`config.mk`:
```
export PLATFORM = sky130hd
export DESIGN_NAME = chde_front_flat
export DESIGN_NICKNAME = d
export VERILOG_FILES = /design/src/cubehash_digest_engine_assert.svh /design/src/chde_pkg.sv /design/src/chde_if.sv /design/src/chde_front.sv /design/src/flat_wrapper.sv
export SDC_FILE = /design/constraint.sdc
export NUM_CORES = 1
export LEC_CHECK = 0
export BUFFER_PORTS_ARGS = -buffer_cell sky130_fd_sc_hd__buf_4
export CAP_MARGIN = 25
export CORE_AREA = 2 2 39 41
export DETAILED_ROUTE_END_ITERATION = 7
export DIE_AREA = 0 0 41 43
export PLACE_DENSITY_LB_ADDON = 0.25
export SLEW_MARGIN = 0
export SYNTH_ARGS = -nofsm -noshare
export SYNTH_HDL_FRONTEND = slang
export SYNTH_SLANG_ARGS = --single-unit
export TNS_END_PERCENT = 100
```
`constraint.sdc`:
```
create_clock -name clk -period 1.26 [get_ports clk]
set_input_delay 0.063 -clock clk [delete_from_list [all_inputs] [get_ports clk]]
set_output_delay 0.063 -clock clk [all_outputs]
set_load 0.01 [all_outputs]
```
`src/cubehash_digest_engine_assert.svh`:
```
// ----------------------------------------------------------------------------
// CubeHash digest engine assertion macros
// Shorthand for the concurrent checks of the engine, sampled on clk and
// disabled while rst_n is low.
// ----------------------------------------------------------------------------
`ifndef CUBEHASH_DIGEST_ENGINE_ASSERT_SVH
`define CUBEHASH_DIGEST_ENGINE_ASSERT_SVH

// The consequent must hold in the same cycle as the antecedent.
`define CHDE_ASSERT_NOW(label, ante, cons, msg) \
  label: assert property (@(posedge clk) disable iff (!rst_n) (ante) |-> (cons)) \
    else $error(msg);

// The consequent must hold in the cycle after the antecedent.
`define CHDE_ASSERT_NEXT(label, ante, cons, msg) \
  label: assert property (@(posedge clk) disable iff (!rst_n) (ante) |=> (cons)) \
    else $error(msg);

`endif

```
`src/chde_pkg.sv`:
```
// ----------------------------------------------------------------------------
// CubeHash digest engine package
// Shared types, constants and the round function of the engine.
// ----------------------------------------------------------------------------
`default_nettype none

package chde_pkg;

  localparam int ROT_A = 7;
  localparam int ROT_B = 11;

  localparam logic [7:0]  PAD_BYTE   = 8'h80;
  localparam logic [31:0] FINAL_FLAG = 32'h0000_0001;

  localparam logic [7:0] RST_INIT_ROUNDS      = 8'd16;
  localparam logic [7:0] RST_ROUNDS_PER_BLOCK = 8'd16;
  localparam logic [7:0] RST_BLOCK_BYTES      = 8'd32;
  localparam logic [7:0] RST_FINAL_ROUNDS     = 8'd32;
  localparam logic [6:0] RST_HASH_BYTES       = 7'd64;

  localparam int REG_IDX_W  = 3;
  localparam int REG_DATA_W = 8;

  localparam int Q_DEPTH = 4;
  localparam int Q_AW    = 2;

  typedef enum logic [REG_IDX_W-1:0] {
    REG_INIT_ROUNDS      = 3'd0,
    REG_ROUNDS_PER_BLOCK = 3'd1,
    REG_BLOCK_BYTES      = 3'd2,
    REG_FINAL_ROUNDS     = 3'd3,
    REG_HASH_BYTES       = 3'd4
  } chde_reg_idx_t;

  typedef enum logic {
    OP_ABSORB = 1'b0,
    OP_FINISH = 1'b1
  } chde_op_t;

  typedef struct packed {
    chde_op_t   op;
    logic [7:0] data;
  } chde_item_t;

  typedef struct packed {
    logic       push;
    chde_item_t item;
  } chde_qpush_t;

  typedef struct packed {
    logic       valid;
    chde_item_t item;
  } chde_qhead_t;

  typedef struct packed {
    logic [7:0] init_rounds;
    logic [7:0] rounds_per_block;
    logic [7:0] final_rounds;
    logic [7:0] block_len;
    logic [6:0] digest_len;
    logic       reinit;
  } chde_cfg_t;

  typedef enum logic [2:0] {
    ST_IV,
    ST_INIT_RND,
    ST_IDLE,
    ST_BLK_RND,
    ST_FIN_RND,
    ST_FINAL_RND,
    ST_EMIT
  } chde_state_t;

  typedef logic [31:0] chde_cube_t [32];

  function automatic logic [31:0] chde_rotl(input logic [31:0] v, input int unsigned s);
    return (v << s) | (v >> (32 - s));
  endfunction

  function automatic chde_cube_t chde_round(input chde_cube_t c);
    chde_cube_t  x;
    logic [31:0] t;
    x = c;
    for (int k = 0; k < 16; k++) begin
      x[16+k] = x[16+k] + x[k];
      x[k]    = chde_rotl(x[k], ROT_A);
    end
    for (int k = 0; k < 8; k++) begin
      t      = x[k];
      x[k]   = x[k+8];
      x[k+8] = t;
    end
    for (int k = 0; k < 16; k++) begin
      x[k] = x[k] ^ x[16+k];
    end
    for (int k = 16; k < 32; k++) begin
      if ((k & 2) == 0) begin
        t      = x[k];
        x[k]   = x[k+2];
        x[k+2] = t;
      end
    end
    for (int k = 0; k < 16; k++) begin
      x[16+k] = x[16+k] + x[k];
      x[k]    = chde_rotl(x[k], ROT_B);
    end
    for (int k = 0; k < 16; k++) begin
      if ((k & 4) == 0) begin
        t      = x[k];
        x[k]   = x[k+4];
        x[k+4] = t;
      end
    end
    for (int k = 0; k < 16; k++) begin
      x[k] = x[k] ^ x[16+k];
    end
    for (int k = 16; k < 32; k++) begin
      if ((k & 1) == 0) begin
        t      = x[k];
        x[k]   = x[k+1];
        x[k+1] = t;
      end
    end
    return x;
  endfunction

  // Moves the whole cube down by one byte so that the next digest byte
  // lands in the low byte of word 0.
  function automatic chde_cube_t chde_shift_out(input chde_cube_t c);
    chde_cube_t y;
    for (int k = 0; k < 31; k++) begin
      y[k] = {c[k+1][7:0], c[k][31:8]};
    end
    y[31] = {8'h00, c[31][31:8]};
    return y;
  endfunction

endpackage

`default_nettype wire

```
`src/chde_if.sv`:
```
// ----------------------------------------------------------------------------
// CubeHash digest engine channels
// Valid/ready channels for message items and digest items.
// ----------------------------------------------------------------------------
`default_nettype none

interface chde_in_if;
  logic       valid;
  logic       ready;
  logic       command;
  logic [7:0] data_byte;

  modport source (output valid, output command, output data_byte, input ready);
  modport sink   (input valid, input command, input data_byte, output ready);
endinterface


`default_nettype wire

```
`src/chde_front.sv`:
```
// ----------------------------------------------------------------------------
// CubeHash digest engine front end
// Accepts input items, classifies them and hands them to the queue.
// ----------------------------------------------------------------------------
`default_nettype none

module chde_front (
  input  wire logic           clk,
  input  wire logic           rst_n,
  chde_in_if.sink             in_port,
  input  wire logic           q_full,
  output chde_pkg::chde_qpush_t qpush
);

  logic                 hold_valid_r;
  chde_pkg::chde_item_t hold_item_r;
  chde_pkg::chde_item_t item_nxt;
  logic                 push;
  logic                 take;

  assign push            = hold_valid_r && !q_full;
  assign in_port.ready   = !hold_valid_r || !q_full;
  assign take            = in_port.valid && in_port.ready;
  assign qpush.push      = push;
  assign qpush.item      = hold_item_r;

  always_comb begin
    if (in_port.command) begin
      item_nxt.op   = chde_pkg::OP_FINISH;
      item_nxt.data = chde_pkg::PAD_BYTE;
    end else begin
      item_nxt.op   = chde_pkg::OP_ABSORB;
      item_nxt.data = in_port.data_byte;
    end
  end

  always_ff @(posedge clk) begin
    if (!rst_n) begin
      hold_valid_r <= 1'b0;
    end else if (take) begin
      hold_valid_r <= 1'b1;
    end else if (push) begin
      hold_valid_r <= 1'b0;
    end
  end

  always_ff @(posedge clk) begin
    if (take) begin
      hold_item_r <= item_nxt;
    end
  end

endmodule

`default_nettype wire

```
`src/flat_wrapper.sv`:
```
// flat-port wrapper written by rule: the top's interface ports become plain ports
module chde_front_flat 
  (clk, rst_n, q_full, qpush, in_port_valid, in_port_command, in_port_data_byte, in_port_ready);
  chde_in_if in_port_i ();
  input  wire logic clk;
  input  wire logic rst_n;
  input  wire logic q_full;
  output chde_pkg::chde_qpush_t qpush;
  input wire logic [$bits(in_port_i.valid)-1:0] in_port_valid;
  input wire logic [$bits(in_port_i.command)-1:0] in_port_command;
  input wire logic [$bits(in_port_i.data_byte)-1:0] in_port_data_byte;
  output wire logic [$bits(in_port_i.ready)-1:0] in_port_ready;
  assign in_port_i.valid = in_port_valid;
  assign in_port_i.command = in_port_command;
  assign in_port_i.data_byte = in_port_data_byte;
  assign in_port_ready = in_port_i.ready;
  chde_front u_core (.clk(clk), .rst_n(rst_n), .in_port(in_port_i), .q_full(q_full), .qpush(qpush));
endmodule
```
# Word-level counts from Yosys, hierarchy flattened

Index checks and enable logic that the tools add are counted.

Flip-flop bits (word level): 10
Bits of input ports: 13
Output and inout bits: 11
Logic and storage cells: 12

Mux-type cells: 3
Reductions and logical operators: 6

Operator list:

| operator            | count |
|---|---|
| $mux W9             | 1 |
| $logic_and A1 B1 Y1 | 2 |
| $logic_not A1 Y1    | 2 |
| $mux W1             | 2 |
| $reduce_bool A2 Y1  | 1 |
| $logic_or A1 B1 Y1  | 1 |

# Logic depth before layout (Yosys ltp)

Word-level depth: 4
Mapped depth: 2

# Worst setup path before layout

OpenSTA, ideal clock, no wires.

Kind: flip-flop to flip-flop
Start point: register u_core.hold_valid_r
End point: register u_core.hold_item_r (netlist bit u_core.qpush[0]), enable pin
Library setup time: 0.337 ns
Data arrival time: 0.717 ns
Required time: 0.923 ns
Setup slack: 0.205 ns
Stages on the path, launching flop included: 3
Buffers on the path: 0
Clock period less this slack: 1.055 ns
Cell sequence: dfxtp_1 nand2_1 and2_1

Longest elaborated chain between the ends: 3

Ends and longest elaborated chain:

| what                   | line               | text |
|---|---|---|
| from (decl)            | chde_front.sv:15   | `logic hold_valid_r;` |
| from (signal assigned) | chde_front.sv:39   | `hold_valid_r <= 1'b0;` |
| from (signal assigned) | chde_front.sv:41   | `hold_valid_r <= 1'b1;` |
| from (signal assigned) | chde_front.sv:43   | `hold_valid_r <= 1'b0;` |
| $logic_not A1 Y1       | chde_front.sv:22   | `assign in_port.ready = !hold_valid_r \|\| !q_full;` |
| $logic_or A1 B1 Y1     | chde_front.sv:22   |  |
| net in_port_ready      | flat_wrapper.sv:12 | `output wire logic [$bits(in_port_i.ready)-1:0] in_port_ready;` |
| $logic_and A1 B1 Y1    | chde_front.sv:23   | `assign take = in_port.valid && in_port.ready;` |
| net u_core.take        | chde_front.sv:19   | `logic take;` |
| to (signal assigned)   | chde_front.sv:49   | `hold_item_r <= item_nxt;` |
| to (decl)              | chde_front.sv:16   | `chde_pkg::chde_item_t hold_item_r;` |

The timed path passes the listed nets, and every way through them passes these cells.
A chain may end at the register's enable or synchronous reset.

# Worst setup path after layout

Start point: register u_core.hold_valid_r
End point: register u_core.hold_item_r (netlist bit u_core.qpush[4]), enable pin

Longest elaborated chain between the ends: 3

Ends and longest elaborated chain:

| what                | line |
|---|---|
| $logic_not A1 Y1    | chde_front.sv:22 |
| $logic_or A1 B1 Y1  | chde_front.sv:22 |
| $logic_and A1 B1 Y1 | chde_front.sv:23 |
| net u_core.take     | chde_front.sv:19 |

The timed path passes the listed nets, and every way through them passes these cells.

==> results.ini <==
[run_status]
status=finished, final reports clean

[synthesis]
yosys_register_bits=10
netlist_area_um2=375.4
syn_nets=37
ys_types=8
synth_area_per_cell_um2=15.64
yosysSeqAreaShare=0.7733
ys.warnings.count=0
syn_inst=24

[grt]
track_usage=0.08478
grt_max_degree=10
antenna_found_initial=0
overflow=0
grt_pass1_wl_um=924
grt_pass1_vias=260

[floorplan]
initial_core_util=0.2712
num_rows=14
core_area_mm2=0.001384
fp.dieW_um=41
fp.dieH_um=43
die_area_mm2=0.001763
ios=24

[setup_path]
regToRegEndpoint=u_core.qpush[4]
rr_startpoint=u_core.hold_valid_r
criticalPathCategory=reg2reg
crit_end=u_core.qpush[4]
cp.arrival_ns=1.01
end_kind=flop
crit_required_ns=1.17
cp_slowest_cell=and2_1
reg2reg_setup_slack_ns=0.16
critPathLaunch=u_core.hold_valid_r
slowest_delay_ns=0.38
startpoint_type=flop
cp_max_fo=9
crit_chain=nand2_1 -> and2_1
rr_worst_depth=2

[drt]
first_pass_iters=2
drtIter0Drc=2
post-route-drc-count=0
num_vias=264
vias_per_cell=4.000
ant_nets=0
wl_per_cell_um=9.364
routed_wl_um=618

[power]
p_per_area_mw_per_mm2=1212
power_frac_comb=0.133
intPower_w=0.0005648
switching_power_w=0.0001465
p_clk_frac=0.316
p_seq_frac=0.551
p_sw_frac=0.2060
ir_drop_mv=0.5275
leakagePower_nw=0.2497

[clock_network]
clock_latency_ns=0.26
cts_buffer_depth=2
cts.repair.resized=0
holdBufCountCts=0
post-cts-setup-buffers=0
cts_tree=built
cts_root_buf=clkbuf_4
cts_sinks=10
cts_buffers=3
htreeDepth=1
clkTransAtPathRegs_ns=0.06

[sta]
fin_tns_setup_ns=0
skew_ns=0.008151
drv_slew=0
finalSetupViolCount=0
clock.fmax_mhz=907.2
hold_slack_ns=0.02622
min_period_ns=1.102
tightest_slew_ns=0.4091
finalHoldViolCount=0
post-route-period-util=0.8748
relSlewSlack=0.7272
grt_setup_unrepaired=false

[finish]
layout-drive-gt1-share=0.5200
n_antenna_cell=0
layout_common_cells=23 x buf_4, 9 x nor2b_1, 9 x edfxtp_1
nets=64
synthToLayoutAreaGrowth_pct=56.33
layout_commonest_cell=buf_4
nFillCells=145

[placement]
portBuffers=23
place_congestion=0.5570
dpl.hpwl_um=484.1

[worst_hold_path]
holdCritPathClass=in2reg

[flow_run]
maxCapViolCount=0

-- area by class of cell --
class / count / area [um^2] / area share
Multi-Input combinational cell: 13 / 77.57 / 0.1322
Clock buffer: 4 / 26.28 / 0.04478
Timing Repair Buffer: 23 / 172.7 / 0.2942
Tap cell: 16 / 20.02 / 0.03412
Sequential cell: 10 / 290.3 / 0.4947
-- flip-flops by register name, summed over array words and instances, names as in the netlist --
signal / flops
u_core.qpush: 9
u_core.hold_valid_r: 1
-- layer usage --
layer	GRT usage	wire, um	vias up
met5	0	0	-
met4	0.08000	0	0
li1	-	-	135
met3	0.01571	64	0
met2	0.1438	340	16
met1	0.07483	213	113
-- power by group through the flow --
stage	Clock, W	Combinational [W]	Sequential (W)
after floorplan	0	0.0000226	0.000409
after global placement	0	0.0000945	0.000399
after detailed placement	0	0.0000958	0.000400
after CTS	0.000235	0.0000961	0.000393
after global routing	0.000256	0.000104	0.000393
final	0.000225	0.0000947	0.000392
-- stage by stage --
step | std cells | utilization | setup WS [ns] | instance area (um^2) | power (W)
finish | 66 | 0.4241 | 0.1577 | 586.8 | 0.0007114
global route | 66 | 0.4241 | 0.1165 | 586.8 | 0.0007537
CTS | 66 | 0.4241 | 0.1574 | 586.8 | 0.0007240
detailed placement | 62 | 0.4051 | 0.1711 | 560.5 | 0.0004954
global placement | 62 | 0.4051 | 0.2081 | 560.5 | 0.0004933
floorplan | 24 | - | 0.2053 | 375.4 | 0.0004313
-- critical path, delay by kind of cell, from the launching register on --
kind | cells | cell delay [ns]
flip-flops | 1 | 0.31
AND/OR/NAND/NOR | 2 | 0.45
-- synth_stat cells (all sizes together) --
cell    count  area, um^2
edfxtp      9       270.3
nor2b       9       56.30
a21oi       1       5.000
and2        1       6.260
buf         1       7.510
dfxtp       1       20.02
nand2       1       3.750
or2         1       6.260
-- how the worst min path moves through the flow --
stage	startpoint	to	slack [ns]	depth (start not counted)
floorplan	in_port_command	u_core.qpush[8]	0.16	0
global placement	rst_n	u_core.hold_valid_r	0.29	2
detailed placement	rst_n	u_core.hold_valid_r	0.29	2
CTS	rst_n	u_core.hold_valid_r	0.02	2
global route	rst_n	u_core.hold_valid_r	0.04	2
finish	rst_n	u_core.hold_valid_r	0.03	2
-- kinds of logic after synthesis --
| kind of cell | count (synthesis) | synth area share |
|---|---|---|
| flip-flops | 10 | 0.7733 |
| AND/OR/NAND/NOR | 12 | 0.1933 |
| buffers and inverters | 1 | 0.02001 |
| AO/OA/AOI/OAI | 1 | 0.01332 |
(Power assumes the default switching activity.)
