**config.mk**
```make
export PLATFORM = sky130hd
export DESIGN_NAME = chde_regs
export DESIGN_NICKNAME = d
export VERILOG_FILES = /design/src/cubehash_digest_engine_assert.svh /design/src/chde_pkg.sv /design/src/chde_regs.sv
export SDC_FILE = /design/constraint.sdc
export NUM_CORES = 1
export LEC_CHECK = 0
export ABC_AREA = 1
export BUFFER_PORTS_ARGS = -buffer_cell sky130_fd_sc_hd__buf_2
export CAP_MARGIN = 10
export CELL_PAD_IN_SITES_DETAIL_PLACEMENT = 1
export CELL_PAD_IN_SITES_GLOBAL_PLACEMENT = 1
export CORE_ASPECT_RATIO = 1.2
export CORE_MARGIN = 5
export CORE_UTILIZATION = 31
export DETAILED_ROUTE_END_ITERATION = 12
export HOLD_SLACK_MARGIN = 0.03
export PLACE_DENSITY_LB_ADDON = 0.1
export RECOVER_POWER = 50
export SLEW_MARGIN = 20
export SYNTH_ARGS = -nofsm -noshare
export SYNTH_HDL_FRONTEND = slang
export SYNTH_SLANG_ARGS = --single-unit
```
**constraint.sdc**
```tcl
create_clock -name clk -period 0.8 [get_ports clk]
set_input_delay 0.08 -clock clk [delete_from_list [all_inputs] [get_ports clk]]
set_output_delay 0.08 -clock clk [all_outputs]
set_load 0.005 [all_outputs]
```
**src/cubehash_digest_engine_assert.svh**
```systemverilog
// ----------------------------------------------------------------------------
// CubeHash digest engine assertion macros
// Shorthand for the concurrent checks of the engine, sampled on clk and
// disabled while rst_n is low.
// ----------------------------------------------------------------------------
`ifndef CUBEHASH_DIGEST_ENGINE_ASSERT_SVH
`define CUBEHASH_DIGEST_ENGINE_ASSERT_SVH

// The consequent must hold in the same cycle as the antecedent.
`define CHDE_ASSERT_NOW(label, ante, cons, msg) \
  label: assert property (@(posedge clk) disable iff (!rst_n) (ante) |-> (cons)) \
    else $error(msg);

// The consequent must hold in the cycle after the antecedent.
`define CHDE_ASSERT_NEXT(label, ante, cons, msg) \
  label: assert property (@(posedge clk) disable iff (!rst_n) (ante) |=> (cons)) \
    else $error(msg);

`endif

```
**src/chde_pkg.sv**
```systemverilog
// ----------------------------------------------------------------------------
// CubeHash digest engine package
// Shared types, constants and the round function of the engine.
// ----------------------------------------------------------------------------
`default_nettype none

package chde_pkg;

  localparam int ROT_A = 7;
  localparam int ROT_B = 11;

  localparam logic [7:0]  PAD_BYTE   = 8'h80;
  localparam logic [31:0] FINAL_FLAG = 32'h0000_0001;

  localparam logic [7:0] RST_INIT_ROUNDS      = 8'd16;
  localparam logic [7:0] RST_ROUNDS_PER_BLOCK = 8'd16;
  localparam logic [7:0] RST_BLOCK_BYTES      = 8'd32;
  localparam logic [7:0] RST_FINAL_ROUNDS     = 8'd32;
  localparam logic [6:0] RST_HASH_BYTES       = 7'd64;

  localparam int REG_IDX_W  = 3;
  localparam int REG_DATA_W = 8;

  localparam int Q_DEPTH = 4;
  localparam int Q_AW    = 2;

  typedef enum logic [REG_IDX_W-1:0] {
    REG_INIT_ROUNDS      = 3'd0,
    REG_ROUNDS_PER_BLOCK = 3'd1,
    REG_BLOCK_BYTES      = 3'd2,
    REG_FINAL_ROUNDS     = 3'd3,
    REG_HASH_BYTES       = 3'd4
  } chde_reg_idx_t;

  typedef enum logic {
    OP_ABSORB = 1'b0,
    OP_FINISH = 1'b1
  } chde_op_t;

  typedef struct packed {
    chde_op_t   op;
    logic [7:0] data;
  } chde_item_t;

  typedef struct packed {
    logic       push;
    chde_item_t item;
  } chde_qpush_t;

  typedef struct packed {
    logic       valid;
    chde_item_t item;
  } chde_qhead_t;

  typedef struct packed {
    logic [7:0] init_rounds;
    logic [7:0] rounds_per_block;
    logic [7:0] final_rounds;
    logic [7:0] block_len;
    logic [6:0] digest_len;
    logic       reinit;
  } chde_cfg_t;

  typedef enum logic [2:0] {
    ST_IV,
    ST_INIT_RND,
    ST_IDLE,
    ST_BLK_RND,
    ST_FIN_RND,
    ST_FINAL_RND,
    ST_EMIT
  } chde_state_t;

  typedef logic [31:0] chde_cube_t [32];

  function automatic logic [31:0] chde_rotl(input logic [31:0] v, input int unsigned s);
    return (v << s) | (v >> (32 - s));
  endfunction

  function automatic chde_cube_t chde_round(input chde_cube_t c);
    chde_cube_t  x;
    logic [31:0] t;
    x = c;
    for (int k = 0; k < 16; k++) begin
      x[16+k] = x[16+k] + x[k];
      x[k]    = chde_rotl(x[k], ROT_A);
    end
    for (int k = 0; k < 8; k++) begin
      t      = x[k];
      x[k]   = x[k+8];
      x[k+8] = t;
    end
    for (int k = 0; k < 16; k++) begin
      x[k] = x[k] ^ x[16+k];
    end
    for (int k = 16; k < 32; k++) begin
      if ((k & 2) == 0) begin
        t      = x[k];
        x[k]   = x[k+2];
        x[k+2] = t;
      end
    end
    for (int k = 0; k < 16; k++) begin
      x[16+k] = x[16+k] + x[k];
      x[k]    = chde_rotl(x[k], ROT_B);
    end
    for (int k = 0; k < 16; k++) begin
      if ((k & 4) == 0) begin
        t      = x[k];
        x[k]   = x[k+4];
        x[k+4] = t;
      end
    end
    for (int k = 0; k < 16; k++) begin
      x[k] = x[k] ^ x[16+k];
    end
    for (int k = 16; k < 32; k++) begin
      if ((k & 1) == 0) begin
        t      = x[k];
        x[k]   = x[k+1];
        x[k+1] = t;
      end
    end
    return x;
  endfunction

  // Moves the whole cube down by one byte so that the next digest byte
  // lands in the low byte of word 0.
  function automatic chde_cube_t chde_shift_out(input chde_cube_t c);
    chde_cube_t y;
    for (int k = 0; k < 31; k++) begin
      y[k] = {c[k+1][7:0], c[k][31:8]};
    end
    y[31] = {8'h00, c[31][31:8]};
    return y;
  endfunction

endpackage

`default_nettype wire

```
**src/chde_regs.sv**
```systemverilog
// ----------------------------------------------------------------------------
// CubeHash digest engine configuration registers
// Holds the five registers, derives the clamped lengths and flags a restart.
// ----------------------------------------------------------------------------
`default_nettype none

module chde_regs #(
  parameter int MAX_BLOCK_BYTES  = 128,
  parameter int MAX_DIGEST_BYTES = 64
) (
  input  wire logic                           clk,
  input  wire logic                           rst_n,
  input  wire logic                           cfg_we,
  input  wire logic [chde_pkg::REG_IDX_W-1:0]  cfg_index,
  input  wire logic [chde_pkg::REG_DATA_W-1:0] cfg_wdata,
  output chde_pkg::chde_cfg_t                 cfg
);

  logic [7:0] init_rounds_r;
  logic [7:0] rounds_per_block_r;
  logic [7:0] block_bytes_r;
  logic [7:0] final_rounds_r;
  logic [6:0] hash_bytes_r;
  logic       reinit_r;

  always_ff @(posedge clk) begin
    if (!rst_n) begin
      init_rounds_r      <= chde_pkg::RST_INIT_ROUNDS;
      rounds_per_block_r <= chde_pkg::RST_ROUNDS_PER_BLOCK;
      block_bytes_r      <= chde_pkg::RST_BLOCK_BYTES;
      final_rounds_r     <= chde_pkg::RST_FINAL_ROUNDS;
      hash_bytes_r       <= chde_pkg::RST_HASH_BYTES;
      reinit_r           <= 1'b0;
    end else begin
      reinit_r <= 1'b0;
      if (cfg_we) begin
        case (cfg_index)
          chde_pkg::REG_INIT_ROUNDS: begin
            init_rounds_r <= cfg_wdata;
            reinit_r      <= 1'b1;
          end
          chde_pkg::REG_ROUNDS_PER_BLOCK: begin
            rounds_per_block_r <= cfg_wdata;
            reinit_r           <= 1'b1;
          end
          chde_pkg::REG_BLOCK_BYTES: begin
            block_bytes_r <= cfg_wdata;
            reinit_r      <= 1'b1;
          end
          chde_pkg::REG_FINAL_ROUNDS: begin
            final_rounds_r <= cfg_wdata;
            reinit_r       <= 1'b1;
          end
          chde_pkg::REG_HASH_BYTES: begin
            hash_bytes_r <= cfg_wdata[6:0];
            reinit_r     <= 1'b1;
          end
          default: begin
            reinit_r <= 1'b0;
          end
        endcase
      end
    end
  end

  always_comb begin
    cfg.init_rounds      = init_rounds_r;
    cfg.rounds_per_block = rounds_per_block_r;
    cfg.final_rounds     = final_rounds_r;
    cfg.reinit           = reinit_r;
    if (block_bytes_r == 8'd0) begin
      cfg.block_len = 8'd1;
    end else if (block_bytes_r > 8'(MAX_BLOCK_BYTES)) begin
      cfg.block_len = 8'(MAX_BLOCK_BYTES);
    end else begin
      cfg.block_len = block_bytes_r;
    end
    if (hash_bytes_r == 7'd0) begin
      cfg.digest_len = 7'd1;
    end else if (hash_bytes_r > 7'(MAX_DIGEST_BYTES)) begin
      cfg.digest_len = 7'(MAX_DIGEST_BYTES);
    end else begin
      cfg.digest_len = hash_bytes_r;
    end
  end

endmodule

`default_nettype wire

```
Word level (Yosys, flattened, before mapping)

Cells that the tools add are included.

Flip-flop bits (word level): 40
Bits of input ports: 14
Output and inout bits: 40
Word-level logic and storage cells: 27

Magnitude comparators: 2
Equal/unequal tests: 4
Multiplexer cells: 5
Reductions and logical operators: 10

Operator list:

| cell                                                                  | count |
|---|---|
| 8-bit two-way mux                                                     | 2 |
| 7-bit two-way mux                                                     | 2 |
| 2-bit AND reduction                                                   | 6 |
| 8-bit greater-than comparator, second input constant                  | 1 |
| 8-bit zero test                                                       | 1 |
| 7-bit greater-than comparator, second input constant                  | 1 |
| 7-bit zero test                                                       | 1 |
| 3-bit by 2-bit equality test with 1-bit output, second input constant | 2 |
| 5-bit OR reduction                                                    | 1 |
| 3-bit by 1-bit equality test with 1-bit output, second input constant | 1 |
| 3-bit equality test, second input constant                            | 1 |
| 3-bit zero test                                                       | 1 |
| 1-bit two-way mux                                                     | 1 |

Logic depth before layout (Yosys ltp)

Depth after elaboration: 3
Mapped depth: 6
Depth with buffers taken out: 6

Least setup slack after synthesis

Ideal clock, no wire load.

Path type: register -> output
Start point: register block_bytes_r[2]
End point: output port cfg[8] (netlist name)
Data arrival time: 0.794 ns
Data required time: 0.720 ns
Setup slack: -0.074 ns
Cell stages (with the launch flop): 6
Buffers on the path: 0
Cell sequence: dfxtp_1 -> nor2_1 -> nand2_1 -> nor2_1 -> nor2_1 -> nor2_1

RTL lines:

| element                | RTL line        | RTL |
|---|---|---|
| start, declared        | chde_regs.sv:21 | `logic [7:0] block_bytes_r;` |
| start signal, assigned | chde_regs.sv:30 | `block_bytes_r <= chde_pkg::RST_BLOCK_BYTES;` |
| start signal, assigned | chde_regs.sv:47 | `block_bytes_r <= cfg_wdata;` |
| end, declared          | chde_regs.sv:16 | `output chde_pkg::chde_cfg_t cfg` |

==> results.yml <==
final_layout:
  final_cell_area_um2: 2620
  fin_cells: 410
  drive_above_1_share_pct: 45.38
  n_antenna_cell: 0
  nets: 359
  final_util_pct: 46.85
  area_growth_pct: 48.72
pwr:
  pwr-share-seq_pct: 48.3
  p_sw_share_pct: 24.95
  power_frac_comb_pct: 14.7
  fin_total_pwr_w: 0.004380
  power.share.clock_pct: 37.1
  power_switching_w: 0.001093
  power_density_nw_per_um2: 1672
  leakagePower_nw: 1.312
  internal_power_w: 0.003287
  vdd_drop_max_mv: 0.8193
job:
  cap_violations: 0
detailed_routing:
  drt_wl_total_um: 5241
  dr.first_iter.drc_count: 52
  via_count: 1893
  wl_per_cell_um: 12.78
  drc_errors: 0
  via_per_inst: 4.617
  final_antenna_net_count: 0
  first_pass_iters: 4
placement:
  pre_cts_ws_ns: -0.2459
  port_buffers: 53
  dpl.hpwl_um: 4060
  dpl_cell_area_um2: 2285
  placed_cells: 398
  place_congestion: 0.7753
sta:
  period_minus_slack_ns: 1.271
  slew-limit-headroom_pct: 75.37
  fin_skew_ns: 0
  setup_slack_ns: -0.4713
  report.final.slew_viol_count: 0
  finalSetupViolations: 40
  max_slew.worst_pin.slew_ns: 0.3694
  fin_crit_sh_pct: 158.9
  max_freq_mhz: 786.6
  finalHoldViolCount: 0
  rsz0062_at_grt: "yes"
logic_synthesis:
  yosysTopAreaCell: "dfxtp_1"
  synth_area_leaders: "dfxtp_1 (45%), nor2_1 (18%), inv_1 (8.3%)"
  synth_seq_cells: 40
  yosys.cell_types.count: 18
  syn_nets: 279
  synth-edff-count: 0
  synth_commonest_cells: "nor2_1 (85), dfxtp_1 (40), inv_1 (39)"
  synth_most_common_cell: "nor2_1"
  yosys.area.top_type_share_pct: 45.45
  synth_ff_type: "dfxtp_1"
  yosysSeqAreaShare_pct: 45.45
  synth_area_per_cell_um2: 6.648
  netlist_instances: 265
  ys_async_sr_fraction_pct: 0
  yosys_warnings: 0
  syn_area_um2: 1762
cts:
  htree_levels: 2
  cts-hold-fix-buffers: 0
  clk_latency_ns: 0.29
  clk_path_buf_depth: 2
  cts_inserted_buffers: 5
  cts-root-buf: "clkbuf_8"
  cts_sinks: 40
  cts_tree: "done"
  clk_pin_slew_ns: 0.08
worst_setup_path:
  path_buf_inv: 1
  start_kind: "flop"
  r2r_slack_ns: 0.01
  crit_family: "simple AND/OR/NAND/NOR gates"
  worstSetupPathType: "reg -> out"
  cp_slowest_cell: "dfxtp_2"
  cp.arrival_ns: 1.19
  end_kind: "output port"
  path_cells: "nor2_2, nand2_2, nor2_4, nor2_4, nor2_2, buf_2"
  critPathRequiredTime_ns: 0.72
  crit_fanout: 6
  worst_path_largest_cell_delay_ns: 0.33
floorplan:
  core_area_um2: 5593
  start_util_pct: 31.50
  die_w_um: 78.82
  fp.dieH_um: 92.58
  die-area_um2: 7297
  io_pins: 54
  rows: 30
run_status:
  outcome: "complete, but fails checks"
  violations: "negative setup slack"
global_route:
  antenna_found_initial: 0
  grt_pass1_wl_um: 8901
  grtUsageTotal_pct: 15.22
  grt_pass1_vias: 1976
  grt_start_max_net_pins: 27
  gr-total-overflow: 0
hold_path:
  worstHoldPathType: "in -> reg"
==> registers in the layout, indices dropped and copies added, names as in the netlist <==
signal,flops
init_rounds_r,8
final_rounds_r,8
block_bytes_r,8
reinit_r,1
rounds_per_block_r,8
hash_bytes_r,7
==> placed cells by master, fill, tap and decap left out, types with 4 or more instances in the layout <==
cell type,instances
buf_2,39
buf_4,25
nor2_2,13
o21ai_0,20
nand4_1,15
nor2_4,4
buf_6,18
dfxtp_1,4
inv_2,7
nand3_1,5
nand2_2,4
clkbuf_8,5
nor2_1,71
dfxtp_2,34
inv_1,35
nand2_1,33
==> power by group through the flow <==
stage / combinational [W] / clock, W / sequential (W)
floorplan: 0.000295 / 0 / 0.00215
global placement: 0.000576 / 0 / 0.00215
detailed placement: 0.000587 / 0 / 0.00215
CTS: 0.000612 / 0.00168 / 0.00211
global route: 0.000729 / 0.00177 / 0.00212
finish: 0.000643 / 0.00162 / 0.00211
==> cell families (layout without fill, tap and decap cells) <==
kind of cell | count (synthesis) | in the layout | share of synthesized area (%)
AO/OA/AOI/OAI | 24 | 24 | 7.245
buffers and inverters | 54 | 135 | 11.93
flip-flops | 40 | 40 | 45.45
AND/OR/NAND/NOR | 147 | 147 | 35.37
==> worst reg2reg max path, stage by stage, from the launching register on <==
cell	delay [ns]
dfxtp_2	0.34
buf_6	0.11
buf_6	0.11
nor2_1	0.09
nor2_1	0.05
==> layer usage <==
layer  vias up  track usage [%]  part of all wire (%)
met5         -                0                     0
met4         0            4.298                   1.4
met3         7            3.113                   3.9
met2        38            28.19                    51
met1       879            17.46                    44
li1        969                -                     -
==> area by class of cell <==
type	count	area [um2]
inverters	43	163.9
fillers	739	2973
flip-flops and latches	40	850.8
clock inverters	2	35.03
repair buffers	84	609.3
clock buffers	6	72.57
well taps	64	80.08
multi-input cells	171	808.3
==> what timing repair did <==
| action | 4_1_cts | 5_1_grt |
|---|---|---|
| setup buffers | 1 | 6 |
| pin swaps | 12 | 16 |
| setup endpoints to repair | 39 | 43 |
| resized for setup | 49 | 33 |
==> metrics by stage <==
stage               hold slack [ns]  TNS [ns]
finish                      0.08692    -5.579
global route                 0.1035    -9.886
floorplan                    0.1932   -0.1968
global placement             0.3897    -6.546
detailed placement           0.3872    -8.070
CTS                         0.07893    -6.132
==> worst paths after layout <==
kind,to,startpoint,cells after the start
min reg2reg,init_rounds_r[4],init_rounds_r[4],2
max reg2reg,hash_bytes_r[4],hash_bytes_r[4],4
min,init_rounds_r[6],cfg_wdata[6],3
max,cfg[12],block_bytes_r[2],6
No activity file was read; power rests on OpenSTA's default activity.
