File: src/cubehash_digest_engine_assert.svh
// ----------------------------------------------------------------------------
// CubeHash digest engine assertion macros
// Shorthand for the concurrent checks of the engine, sampled on clk and
// disabled while rst_n is low.
// ----------------------------------------------------------------------------
`ifndef CUBEHASH_DIGEST_ENGINE_ASSERT_SVH
`define CUBEHASH_DIGEST_ENGINE_ASSERT_SVH

// The consequent must hold in the same cycle as the antecedent.
`define CHDE_ASSERT_NOW(label, ante, cons, msg) \
  label: assert property (@(posedge clk) disable iff (!rst_n) (ante) |-> (cons)) \
    else $error(msg);

// The consequent must hold in the cycle after the antecedent.
`define CHDE_ASSERT_NEXT(label, ante, cons, msg) \
  label: assert property (@(posedge clk) disable iff (!rst_n) (ante) |=> (cons)) \
    else $error(msg);

`endif

File: src/chde_pkg.sv
// ----------------------------------------------------------------------------
// CubeHash digest engine package
// Shared types, constants and the round function of the engine.
// ----------------------------------------------------------------------------
`default_nettype none

package chde_pkg;

  localparam int ROT_A = 7;
  localparam int ROT_B = 11;

  localparam logic [7:0]  PAD_BYTE   = 8'h80;
  localparam logic [31:0] FINAL_FLAG = 32'h0000_0001;

  localparam logic [7:0] RST_INIT_ROUNDS      = 8'd16;
  localparam logic [7:0] RST_ROUNDS_PER_BLOCK = 8'd16;
  localparam logic [7:0] RST_BLOCK_BYTES      = 8'd32;
  localparam logic [7:0] RST_FINAL_ROUNDS     = 8'd32;
  localparam logic [6:0] RST_HASH_BYTES       = 7'd64;

  localparam int REG_IDX_W  = 3;
  localparam int REG_DATA_W = 8;

  localparam int Q_DEPTH = 4;
  localparam int Q_AW    = 2;

  typedef enum logic [REG_IDX_W-1:0] {
    REG_INIT_ROUNDS      = 3'd0,
    REG_ROUNDS_PER_BLOCK = 3'd1,
    REG_BLOCK_BYTES      = 3'd2,
    REG_FINAL_ROUNDS     = 3'd3,
    REG_HASH_BYTES       = 3'd4
  } chde_reg_idx_t;

  typedef enum logic {
    OP_ABSORB = 1'b0,
    OP_FINISH = 1'b1
  } chde_op_t;

  typedef struct packed {
    chde_op_t   op;
    logic [7:0] data;
  } chde_item_t;

  typedef struct packed {
    logic       push;
    chde_item_t item;
  } chde_qpush_t;

  typedef struct packed {
    logic       valid;
    chde_item_t item;
  } chde_qhead_t;

  typedef struct packed {
    logic [7:0] init_rounds;
    logic [7:0] rounds_per_block;
    logic [7:0] final_rounds;
    logic [7:0] block_len;
    logic [6:0] digest_len;
    logic       reinit;
  } chde_cfg_t;

  typedef enum logic [2:0] {
    ST_IV,
    ST_INIT_RND,
    ST_IDLE,
    ST_BLK_RND,
    ST_FIN_RND,
    ST_FINAL_RND,
    ST_EMIT
  } chde_state_t;

  typedef logic [31:0] chde_cube_t [32];

  function automatic logic [31:0] chde_rotl(input logic [31:0] v, input int unsigned s);
    return (v << s) | (v >> (32 - s));
  endfunction

  function automatic chde_cube_t chde_round(input chde_cube_t c);
    chde_cube_t  x;
    logic [31:0] t;
    x = c;
    for (int k = 0; k < 16; k++) begin
      x[16+k] = x[16+k] + x[k];
      x[k]    = chde_rotl(x[k], ROT_A);
    end
    for (int k = 0; k < 8; k++) begin
      t      = x[k];
      x[k]   = x[k+8];
      x[k+8] = t;
    end
    for (int k = 0; k < 16; k++) begin
      x[k] = x[k] ^ x[16+k];
    end
    for (int k = 16; k < 32; k++) begin
      if ((k & 2) == 0) begin
        t      = x[k];
        x[k]   = x[k+2];
        x[k+2] = t;
      end
    end
    for (int k = 0; k < 16; k++) begin
      x[16+k] = x[16+k] + x[k];
      x[k]    = chde_rotl(x[k], ROT_B);
    end
    for (int k = 0; k < 16; k++) begin
      if ((k & 4) == 0) begin
        t      = x[k];
        x[k]   = x[k+4];
        x[k+4] = t;
      end
    end
    for (int k = 0; k < 16; k++) begin
      x[k] = x[k] ^ x[16+k];
    end
    for (int k = 16; k < 32; k++) begin
      if ((k & 1) == 0) begin
        t      = x[k];
        x[k]   = x[k+1];
        x[k+1] = t;
      end
    end
    return x;
  endfunction

  // Moves the whole cube down by one byte so that the next digest byte
  // lands in the low byte of word 0.
  function automatic chde_cube_t chde_shift_out(input chde_cube_t c);
    chde_cube_t y;
    for (int k = 0; k < 31; k++) begin
      y[k] = {c[k+1][7:0], c[k][31:8]};
    end
    y[31] = {8'h00, c[31][31:8]};
    return y;
  endfunction

endpackage

`default_nettype wire

File: src/chde_fifo.sv
// ----------------------------------------------------------------------------
// CubeHash digest engine item queue
// Short queue of classified items between the front end and the core.
// ----------------------------------------------------------------------------
`default_nettype none

module chde_fifo (
  input  wire logic            clk,
  input  wire logic            rst_n,
  input  wire chde_pkg::chde_qpush_t qpush,
  output logic                 q_full,
  input  wire logic            q_pop,
  output chde_pkg::chde_qhead_t qhead
);

  chde_pkg::chde_item_t         mem [chde_pkg::Q_DEPTH];
  logic [chde_pkg::Q_AW-1:0]    wr_ptr_r;
  logic [chde_pkg::Q_AW-1:0]    rd_ptr_r;
  logic [chde_pkg::Q_AW:0]      count_r;

  assign q_full      = count_r == (chde_pkg::Q_AW + 1)'(chde_pkg::Q_DEPTH);
  assign qhead.valid = count_r != '0;
  assign qhead.item  = mem[rd_ptr_r];

  always_ff @(posedge clk) begin
    if (!rst_n) begin
      wr_ptr_r <= '0;
      rd_ptr_r <= '0;
      count_r  <= '0;
    end else begin
      if (qpush.push) begin
        wr_ptr_r <= wr_ptr_r + 1'b1;
      end
      if (q_pop) begin
        rd_ptr_r <= rd_ptr_r + 1'b1;
      end
      case ({qpush.push, q_pop})
        2'b10:   count_r <= count_r + 1'b1;
        2'b01:   count_r <= count_r - 1'b1;
        default: count_r <= count_r;
      endcase
    end
  end

  always_ff @(posedge clk) begin
    if (qpush.push) begin
      mem[wr_ptr_r] <= qpush.item;
    end
  end

endmodule

`default_nettype wire

File: config.mk
export PLATFORM = sky130hd
export DESIGN_NAME = chde_fifo
export DESIGN_NICKNAME = d
export VERILOG_FILES = /design/src/cubehash_digest_engine_assert.svh /design/src/chde_pkg.sv /design/src/chde_fifo.sv
export SDC_FILE = /design/constraint.sdc
export NUM_CORES = 1
export LEC_CHECK = 0
export BUFFER_PORTS_ARGS = -buffer_cell sky130_fd_sc_hd__buf_2
export CORE_ASPECT_RATIO = 0.7
export CORE_MARGIN = 3
export CORE_UTILIZATION = 55
export DETAILED_ROUTE_END_ITERATION = 8
export PLACE_DENSITY = 0.77
export SETUP_SLACK_MARGIN = 0.02
export SKIP_CTS_REPAIR_TIMING = 1
export SYNTH_ARGS = -nofsm -noshare
export SYNTH_HDL_FRONTEND = slang
export SYNTH_SLANG_ARGS = --single-unit
File: constraint.sdc
create_clock -name clk -period 2.2 [get_ports clk]
set_clock_uncertainty 0.2 [all_clocks]
set_input_delay 0.44 -clock clk [delete_from_list [all_inputs] [get_ports clk]]
set_output_delay 0.44 -clock clk [all_outputs]
set_load 0.05 [all_outputs]
# ---- Yosys cells after proc, flatten, opt, wreduce, memory -nomap -nowiden
# Memory sizes are Yosys's and may differ from the RTL's. A register that Yosys moved wholly into a read port is not among the register bits.
# Cells that the tools add are included.
dict set report totals {
  ram_bits 36
  n_memories 1
  word_cells 18
  in_bits 13
  out_inout_bits 11
  register_bits 7
}
# memory words word_bits read_ports rd_ports_with_merged_regs write_ports line
set memory_table {}
lappend memory_table {mem 4 9 1 1 1 chde_fifo.sv:16} ;# chde_pkg::chde_item_t mem [chde_pkg::Q_DEPTH];
dict set report op_classes {
  eq_ne 3
  muxes 5
  reduce_logical 2
  n_addsub 4
}
# operator n
set ops {}
lappend ops {{$pmux 3 s2} 1}
lappend ops {{$add 2x1->2 const B} 2}
lappend ops {{$mux 2} 2}
lappend ops {{$add 3x1->3 const B} 1}
lappend ops {{$eq 3x3->1 const B} 1}
lappend ops {{$reduce_bool 3->1} 1}
lappend ops {{$sub 3x1->3 const B} 1}
lappend ops {{$eq 2x1->1 const B} 1}
lappend ops {{$eq 2x2->1 const B} 1}
lappend ops {{$mux 1} 2}
lappend ops {{$reduce_bool 2->1} 1}

# ---- Longest topological paths before layout
# Gate-level depths: netlist of run 1.
dict set report logic_depth {
  word_depth 3
  ltp_mapped 6
  depth_no_buf 6
}

# ---- Least setup slack after synthesis of run 1
# Ideal clock, no wire load.
dict set report synth_path {
  path_type {reg2out}
  startpoint {reg count_r[0] (netlist name)}
  endpoint {out q_full}
  stages_incl_launch_ff 2
  setup_slack_ns 0.062
  t_arrival_ns 1.498
  cell_sequence {dfxtp_1 > nor3b_1}
}
dict set report synth_between {
  elab_chain_len 1
}
# element line
set synth_rtl {}
lappend synth_rtl {{start: declaration} chde_fifo.sv:19} ;# logic [chde_pkg::Q_AW:0] count_r;
lappend synth_rtl {{start signal: assignment} chde_fifo.sv:38} ;# 2'b10: count_r <= count_r + 1'b1;
lappend synth_rtl {{start signal: assignment} chde_fifo.sv:39} ;# 2'b01: count_r <= count_r - 1'b1;
lappend synth_rtl {{start signal: assignment} chde_fifo.sv:40} ;# default: count_r <= count_r;
lappend synth_rtl {{$eq 3x3->1} chde_fifo.sv:21} ;# assign q_full = count_r == (chde_pkg::Q_AW + 1)'(chde_pkg::Q_DEPTH);
lappend synth_rtl {{end: declaration} chde_fifo.sv:11} ;# output logic q_full,
# Every way passes these cells.

==> flow_metrics.tcl, run 1 <==
set metrics [dict create \
    numClockSinks 45 \
    outcome "completed" \
    start_kind "flip-flop" \
    dieWidth_um 73.3 \
    synthFlopType "edfxtp_1" \
    synthTopCellsByCount "edfxtp_1 (36), and2_1 (9), dfxtp_1 (9), mux4_2 (9), ha_1 (5)" \
    first_global_vias 836 \
    vdd.ir_drop.worst_mv 0.523 \
    worstSetupPathType "reg -> out" \
    track_usage_pct 15.5 \
    dp.cells 147 \
    regArea_um2 1270 \
    whs_path_depth 1 \
    cts_buffers 5 \
    ys_ff_latch 45 \
    synth.distinct_cells 18 \
    routedWlPerCell_um 16.8 \
    stdcell_count 156 \
    vias_per_cell 5.28 \
    final_nets 138 \
    critPathArrivalTime_ns 1.51 \
    dieArea_um2 3890 \
    setup_viol 0 \
    maxSlewViolCount 0 \
    rows 16 \
    cts_tree "done" \
    syn_to_final_growth_pct 20.0 \
    syn-num-nets 108 \
    wirelength_mm 2.62 \
    core_area_um2 2900 \
    yosys_warnings 0 \
    synth-edff-count 36 \
    syn_area_um2 1740 \
    min_period_ns 2.15 \
    first_iter_violations 39 \
    yosysMostFrequentCell "edfxtp_1" \
    clock.fmax_ghz 0.466 \
    reg2reg_slack_ns 0.54 \
    netlist.area_leader.share_pct 62.0 \
    synth_area_per_cell_um2 19.6 \
    antenna_found_initial 0 \
    fin_util_pct 72.1 \
    grt_pass1_wl_mm 4.07 \
    fin_crit_sh_pct 97.5 \
    firstDrtPassIters 4 \
    rsz0062_at_grt "yes" \
    route.detailed.drc 0 \
    start_util_pct 60.0 \
    rr_worst_depth 4 \
    async_reset_ff_share_pct 0 \
    fill_cells 169 \
    yosys.area.top_type "edfxtp_1" \
    vias 823 \
    fp.dieH_um 53.1 \
    cpPeakStageDelay_ns 0.48 \
    io_pins 24 \
    synthTopCellsByArea "edfxtp_1 (62%), mux4_2 (12%), dfxtp_1 (10%), ha_1 (3.6%), and2_1 (3.2%)" \
    cp_max_fo 4 \
    grt_max_degree 15 \
    multi_input_area_um2 454 \
    synthCells 89 \
    cts_htree_levels 2 \
    crit_chain "clkbuf_16 -> mux4_2 -> buf_4" \
    worstMarginPinSlew_ns 0.498 \
    cp.required_ns 1.56 \
    cts_root_buffer "clkbuf_8" \
    portBuffers 23 \
    insertion_delay_ns 0.29 \
    setup_slack_ns 0.0545 \
    cp-end-kind "primary output" \
    slew_headroom_pct 66.8 \
    clkTransAtPathRegs_ns 0.08 \
    whs_endpoint "mem[1][2]" \
    gr-total-overflow 0 \
    routabilityCongestion 0.622 \
    pre_cts_ws_ns 0.0923 \
    maxCapViolCount 0 \
    drive_above_1_share_pct 35.8 \
    cts_buffer_depth 2 \
    worstHoldStart "qpush[2]" \
    ys_seq_area_share_pct 72.4 \
    r2r_start "count_r[0]" \
    regToRegEndpoint "count_r[2]" \
    worst_path_max_delay_cell "mux4_2" \
    p_leak_nw 0.763 \
    diodes 0 \
    dp_hpwl_mm 1.75 \
    antenna_left 0 \
    powerDensity_nw_per_um2 934 \
    min_path_type "in -> reg" \
    finalHoldViolCount 0 \
]
-- state kept, by name, indices dropped and copies added, names as in the netlist, named ones only --
| register | count |
|---|---|
| count_r | 3 |
| mem | 36 |
| rd_ptr_r | 2 |
| wr_ptr_r | 2 |
-- cell families after synthesis --
family | after synthesis | synth area share, %
and+or+nand+nor | 15 | 5.31
xor gates and xnor gates | 5 | 2.51
DFF | 45 | 72.4
muxes | 11 | 12.8
buffers and inverters | 5 | 1.58
adders and majority gates | 6 | 4.74
AOI/OAI and AO/OA | 2 | 0.718
-- critical path, delay by kind of cell (launching register included) --
kind	cells	cell delay (ns)
buf+inv	2	0.35
mux	1	0.48
flops	1	0.38
-- placed cells by master, fill, tap and decap left out, drive strengths merged, types with 2 or more instances in the layout --
| cell type | synthesis | final |
|---|---|---|
| clkbuf | 1 | 7 |
| xnor2 | 3 | 3 |
| edfxtp | 36 | 36 |
| and2 | 9 | 9 |
| ha | 5 | 5 |
| inv | 3 | 3 |
| or3 | 2 | 2 |
| mux2i | 2 | 2 |
| xor2 | 2 | 2 |
| mux4 | 9 | 9 |
| buf | 1 | 24 |
| dfxtp | 9 | 9 |
| nor2b | 2 | 2 |
-- how the worst max path moves through the flow --
stage	slack (ns)	depth (start not counted)	startpoint	endpoint
2_1_floorplan	0.06	1	count_r[0]	q_full
3_5_place_dp	0.09	7	qpush[9]	count_r[2]
3_3_place_gp	0.12	7	qpush[9]	count_r[2]
6_report	0.05	3	flip-flop	qhead[2]
5_1_grt	0.006	3	flip-flop	qhead[4]
4_1_cts	-0.04	3	flip-flop	qhead[4]
-- power breakdown --
| group | internal, mW | total (mW) | leakage [nW] | switching (mW) |
|---|---|---|---|---|
| Sequential | 0.970 | 1.00 | 0.406 | 0.0322 |
| Combinational | 0.142 | 0.345 | 0.301 | 0.203 |
| Clock | 0.341 | 0.606 | 0.0554 | 0.265 |
-- cell type report --
| cell class | instances | area share (%) |
|---|---|---|
| sequential | 45 | 60.5 |
| multi-input combinational | 39 | 21.7 |
| timing repair buffer | 25 | 9.75 |
| clock buffer | 6 | 3.47 |
| tap | 36 | 2.15 |
| clock inverter | 2 | 1.85 |
| inverter | 3 | 0.538 |
-- routing by layer --
| metal | GRT usage (%) | wire length, um | vias up |
|---|---|---|---|
| li1 | - | - | 398 |
| met1 | 19.5 | 1180 | 407 |
| met2 | 23.7 | 1290 | 15 |
| met3 | 5.31 | 118 | 3 |
| met4 | 8.28 | 29 | 0 |
| met5 | 0 | 0 | - |
-- metrics by stage --
stage,hold slack (ns),total power [mW],TNS (ns),instance area (um^2)
5_1_grt,0.154,2.04,0,2090
4_1_cts,0.151,1.93,-0.271,2010
3_5_place_dp,0.306,1.32,0,1890
3_3_place_gp,0.280,1.31,0,1890
6_report,0.160,1.95,0,2090
2_1_floorplan,0.260,1.25,0,1740
(Power assumes the default switching activity.)
==> inputs of run 2 (changes only) <==
--- a/config.mk
+++ b/config.mk
@@ -6,11 +6,13 @@
 export NUM_CORES = 1
 export LEC_CHECK = 0
 export BUFFER_PORTS_ARGS = -buffer_cell sky130_fd_sc_hd__buf_2
+export CELL_PAD_IN_SITES_DETAIL_PLACEMENT = 1
+export CELL_PAD_IN_SITES_GLOBAL_PLACEMENT = 2
 export CORE_ASPECT_RATIO = 0.7
 export CORE_MARGIN = 3
-export CORE_UTILIZATION = 55
+export CORE_UTILIZATION = 42
 export DETAILED_ROUTE_END_ITERATION = 8
-export PLACE_DENSITY = 0.77
+export PLACE_DENSITY_LB_ADDON = 0.1
 export SETUP_SLACK_MARGIN = 0.02
 export SKIP_CTS_REPAIR_TIMING = 1
 export SYNTH_ARGS = -nofsm -noshare
==> run 2 against run 1 <==
Non-clock buffer count stayed put. Core utilization shrank 17 points. Clock power grew 3%. Sequential power barely moved. Cell area fell by 1.1%. Critical path type unchanged. Largest power group unchanged.
==> flow_metrics.tcl, run 2 (same netlist as run 1, synthesis figures left out) <==
set metrics [dict create \
    worstSetupPathType "reg -> out" \
    cp_max_fo 3 \
    first_global_vias 945 \
    multi_input_area_um2 454 \
    dp.cells 162 \
    stdcell_count 170 \
    rsz0062_at_grt "yes" \
    swShare_pct 25.2 \
    route.detailed.drc 0 \
    min_path_type "in -> reg" \
    worstMarginPinSlew_ns 0.515 \
    track_usage_pct 13.4 \
    portBuffers 23 \
    core_area_um2 3740 \
    fill_cells 367 \
    cp.required_ns 1.56 \
    setup_viol 0 \
    start_kind "flip-flop" \
    dieWidth_um 83.0 \
    p_comb_share_pct 17.0 \
    cts_tree "done" \
    final_common_cell "edfxtp_1" \
    final_area_um2 2070 \
    largest_reg_flops 36 \
    powerDensity_nw_per_um2 947 \
    dp_hpwl_mm 2.16 \
    clkPwrFrac_pct 31.9 \
    syn_to_final_growth_pct 18.7 \
    maxSlewViolCount 0 \
    cts_root_buffer "clkbuf_8" \
    fp.dieH_um 59.9 \
    pre_cts_ws_ns -0.0101 \
    gr-total-overflow 0 \
    rows 18 \
    final_cell_mix "edfxtp_1 (36), buf_2 (17), mux4_2 (9), and2_1 (9), dfxtp_1 (7)" \
    cts_buffers 5 \
    min_period_ns 2.12 \
    maxCapViolCount 0 \
    vias 854 \
    critPathArrivalTime_ns 1.48 \
    grt_max_degree 14 \
    slew_headroom_pct 65.7 \
    outcome "completed" \
    finalHoldViolCount 0 \
    clock.fmax_ghz 0.471 \
    antenna_found_initial 0 \
    start_util_pct 46.6 \
    reg2reg_slack_ns 0.47 \
    vias_per_cell 5.02 \
    diodes 0 \
    wirelength_mm 3.01 \
    routabilityCongestion 0.718 \
    cts_buffer_depth 2 \
    cp-end-kind "primary output" \
    clkTransAtPathRegs_ns 0.08 \
    p_leak_nw 0.750 \
    place_area_um2 1920 \
    firstDrtPassIters 4 \
    sequentialPowerShare_pct 51.1 \
    vdd.ir_drop.worst_mv 0.529 \
    final_nets 138 \
    top_register "mem" \
    p_switching_mw 0.494 \
    insertion_delay_ns 0.29 \
    fin_crit_sh_pct 96.6 \
    p_int_mw 1.47 \
    timing.setup.tns_ns 0 \
    io_pins 24 \
    regArea_um2 1260 \
    first_iter_violations 38 \
    routedWlPerCell_um 17.7 \
    grt_pass1_wl_mm 4.80 \
    reg_top3 "mem: 36 flops, count_r: 3 flops" \
    drive_above_1_share_pct 35.8 \
    fin_util_pct 55.3 \
    cts_htree_levels 2 \
    antenna_left 0 \
    setup_slack_ns 0.0755 \
    dieArea_um2 4970 \
    numClockSinks 45 \
]
==> run 2: worst max-delay path, cell delays in order (launching register included) <==
cell and delay (ns):
dfxtp_2 0.34, buf_4 0.14, mux4_2 0.49, buf_2 0.23
==> run 2: through the flow <==
step	total power, mW	hold slack, ns
final	1.96	0.160
after floorplan	1.25	0.260
after global routing	2.04	0.158
after CTS	1.97	0.154
after global placement	1.32	0.273
after detailed placement	1.34	0.345
==> run 2: final cells by class <==
type / instances / area share (%)
Clock inverter: 1 / 1.45
Inverter: 3 / 0.544
Sequential cell: 45 / 61.1
Multi-Input combinational cell: 39 / 22.0
Timing Repair Buffer: 25 / 7.74
Tap cell: 50 / 3.02
Clock buffer: 7 / 4.17
==> run 2: power by group through the flow <==
stage                     clock [mW]  combinational, mW  sequential, mW
after CTS                      0.643              0.321            1.00
final                          0.624              0.333            1.00
after global routing           0.680              0.356            1.01
after global placement             0              0.307            1.02
after detailed placement           0              0.319            1.02
after floorplan                    0              0.243            1.01
==> run 2: worst paths after layout <==
check	endpoint	start	depth (start not counted)
max	qhead[1]	flip-flop	3
min	mem[1][2]	qpush[2]	1
max reg2reg	count_r[2]	count_r[0]	4
min reg2reg	wr_ptr_r[1]	wr_ptr_r[1]	2
==> run 2: metal layers <==
layer	up-vias	global-route usage, %	share of wire, %
li1	393	-	-
met1	432	16.5	44
met2	22	21.9	49
met3	7	4.82	5.3
met4	0	5.59	1.8
met5	-	0	0
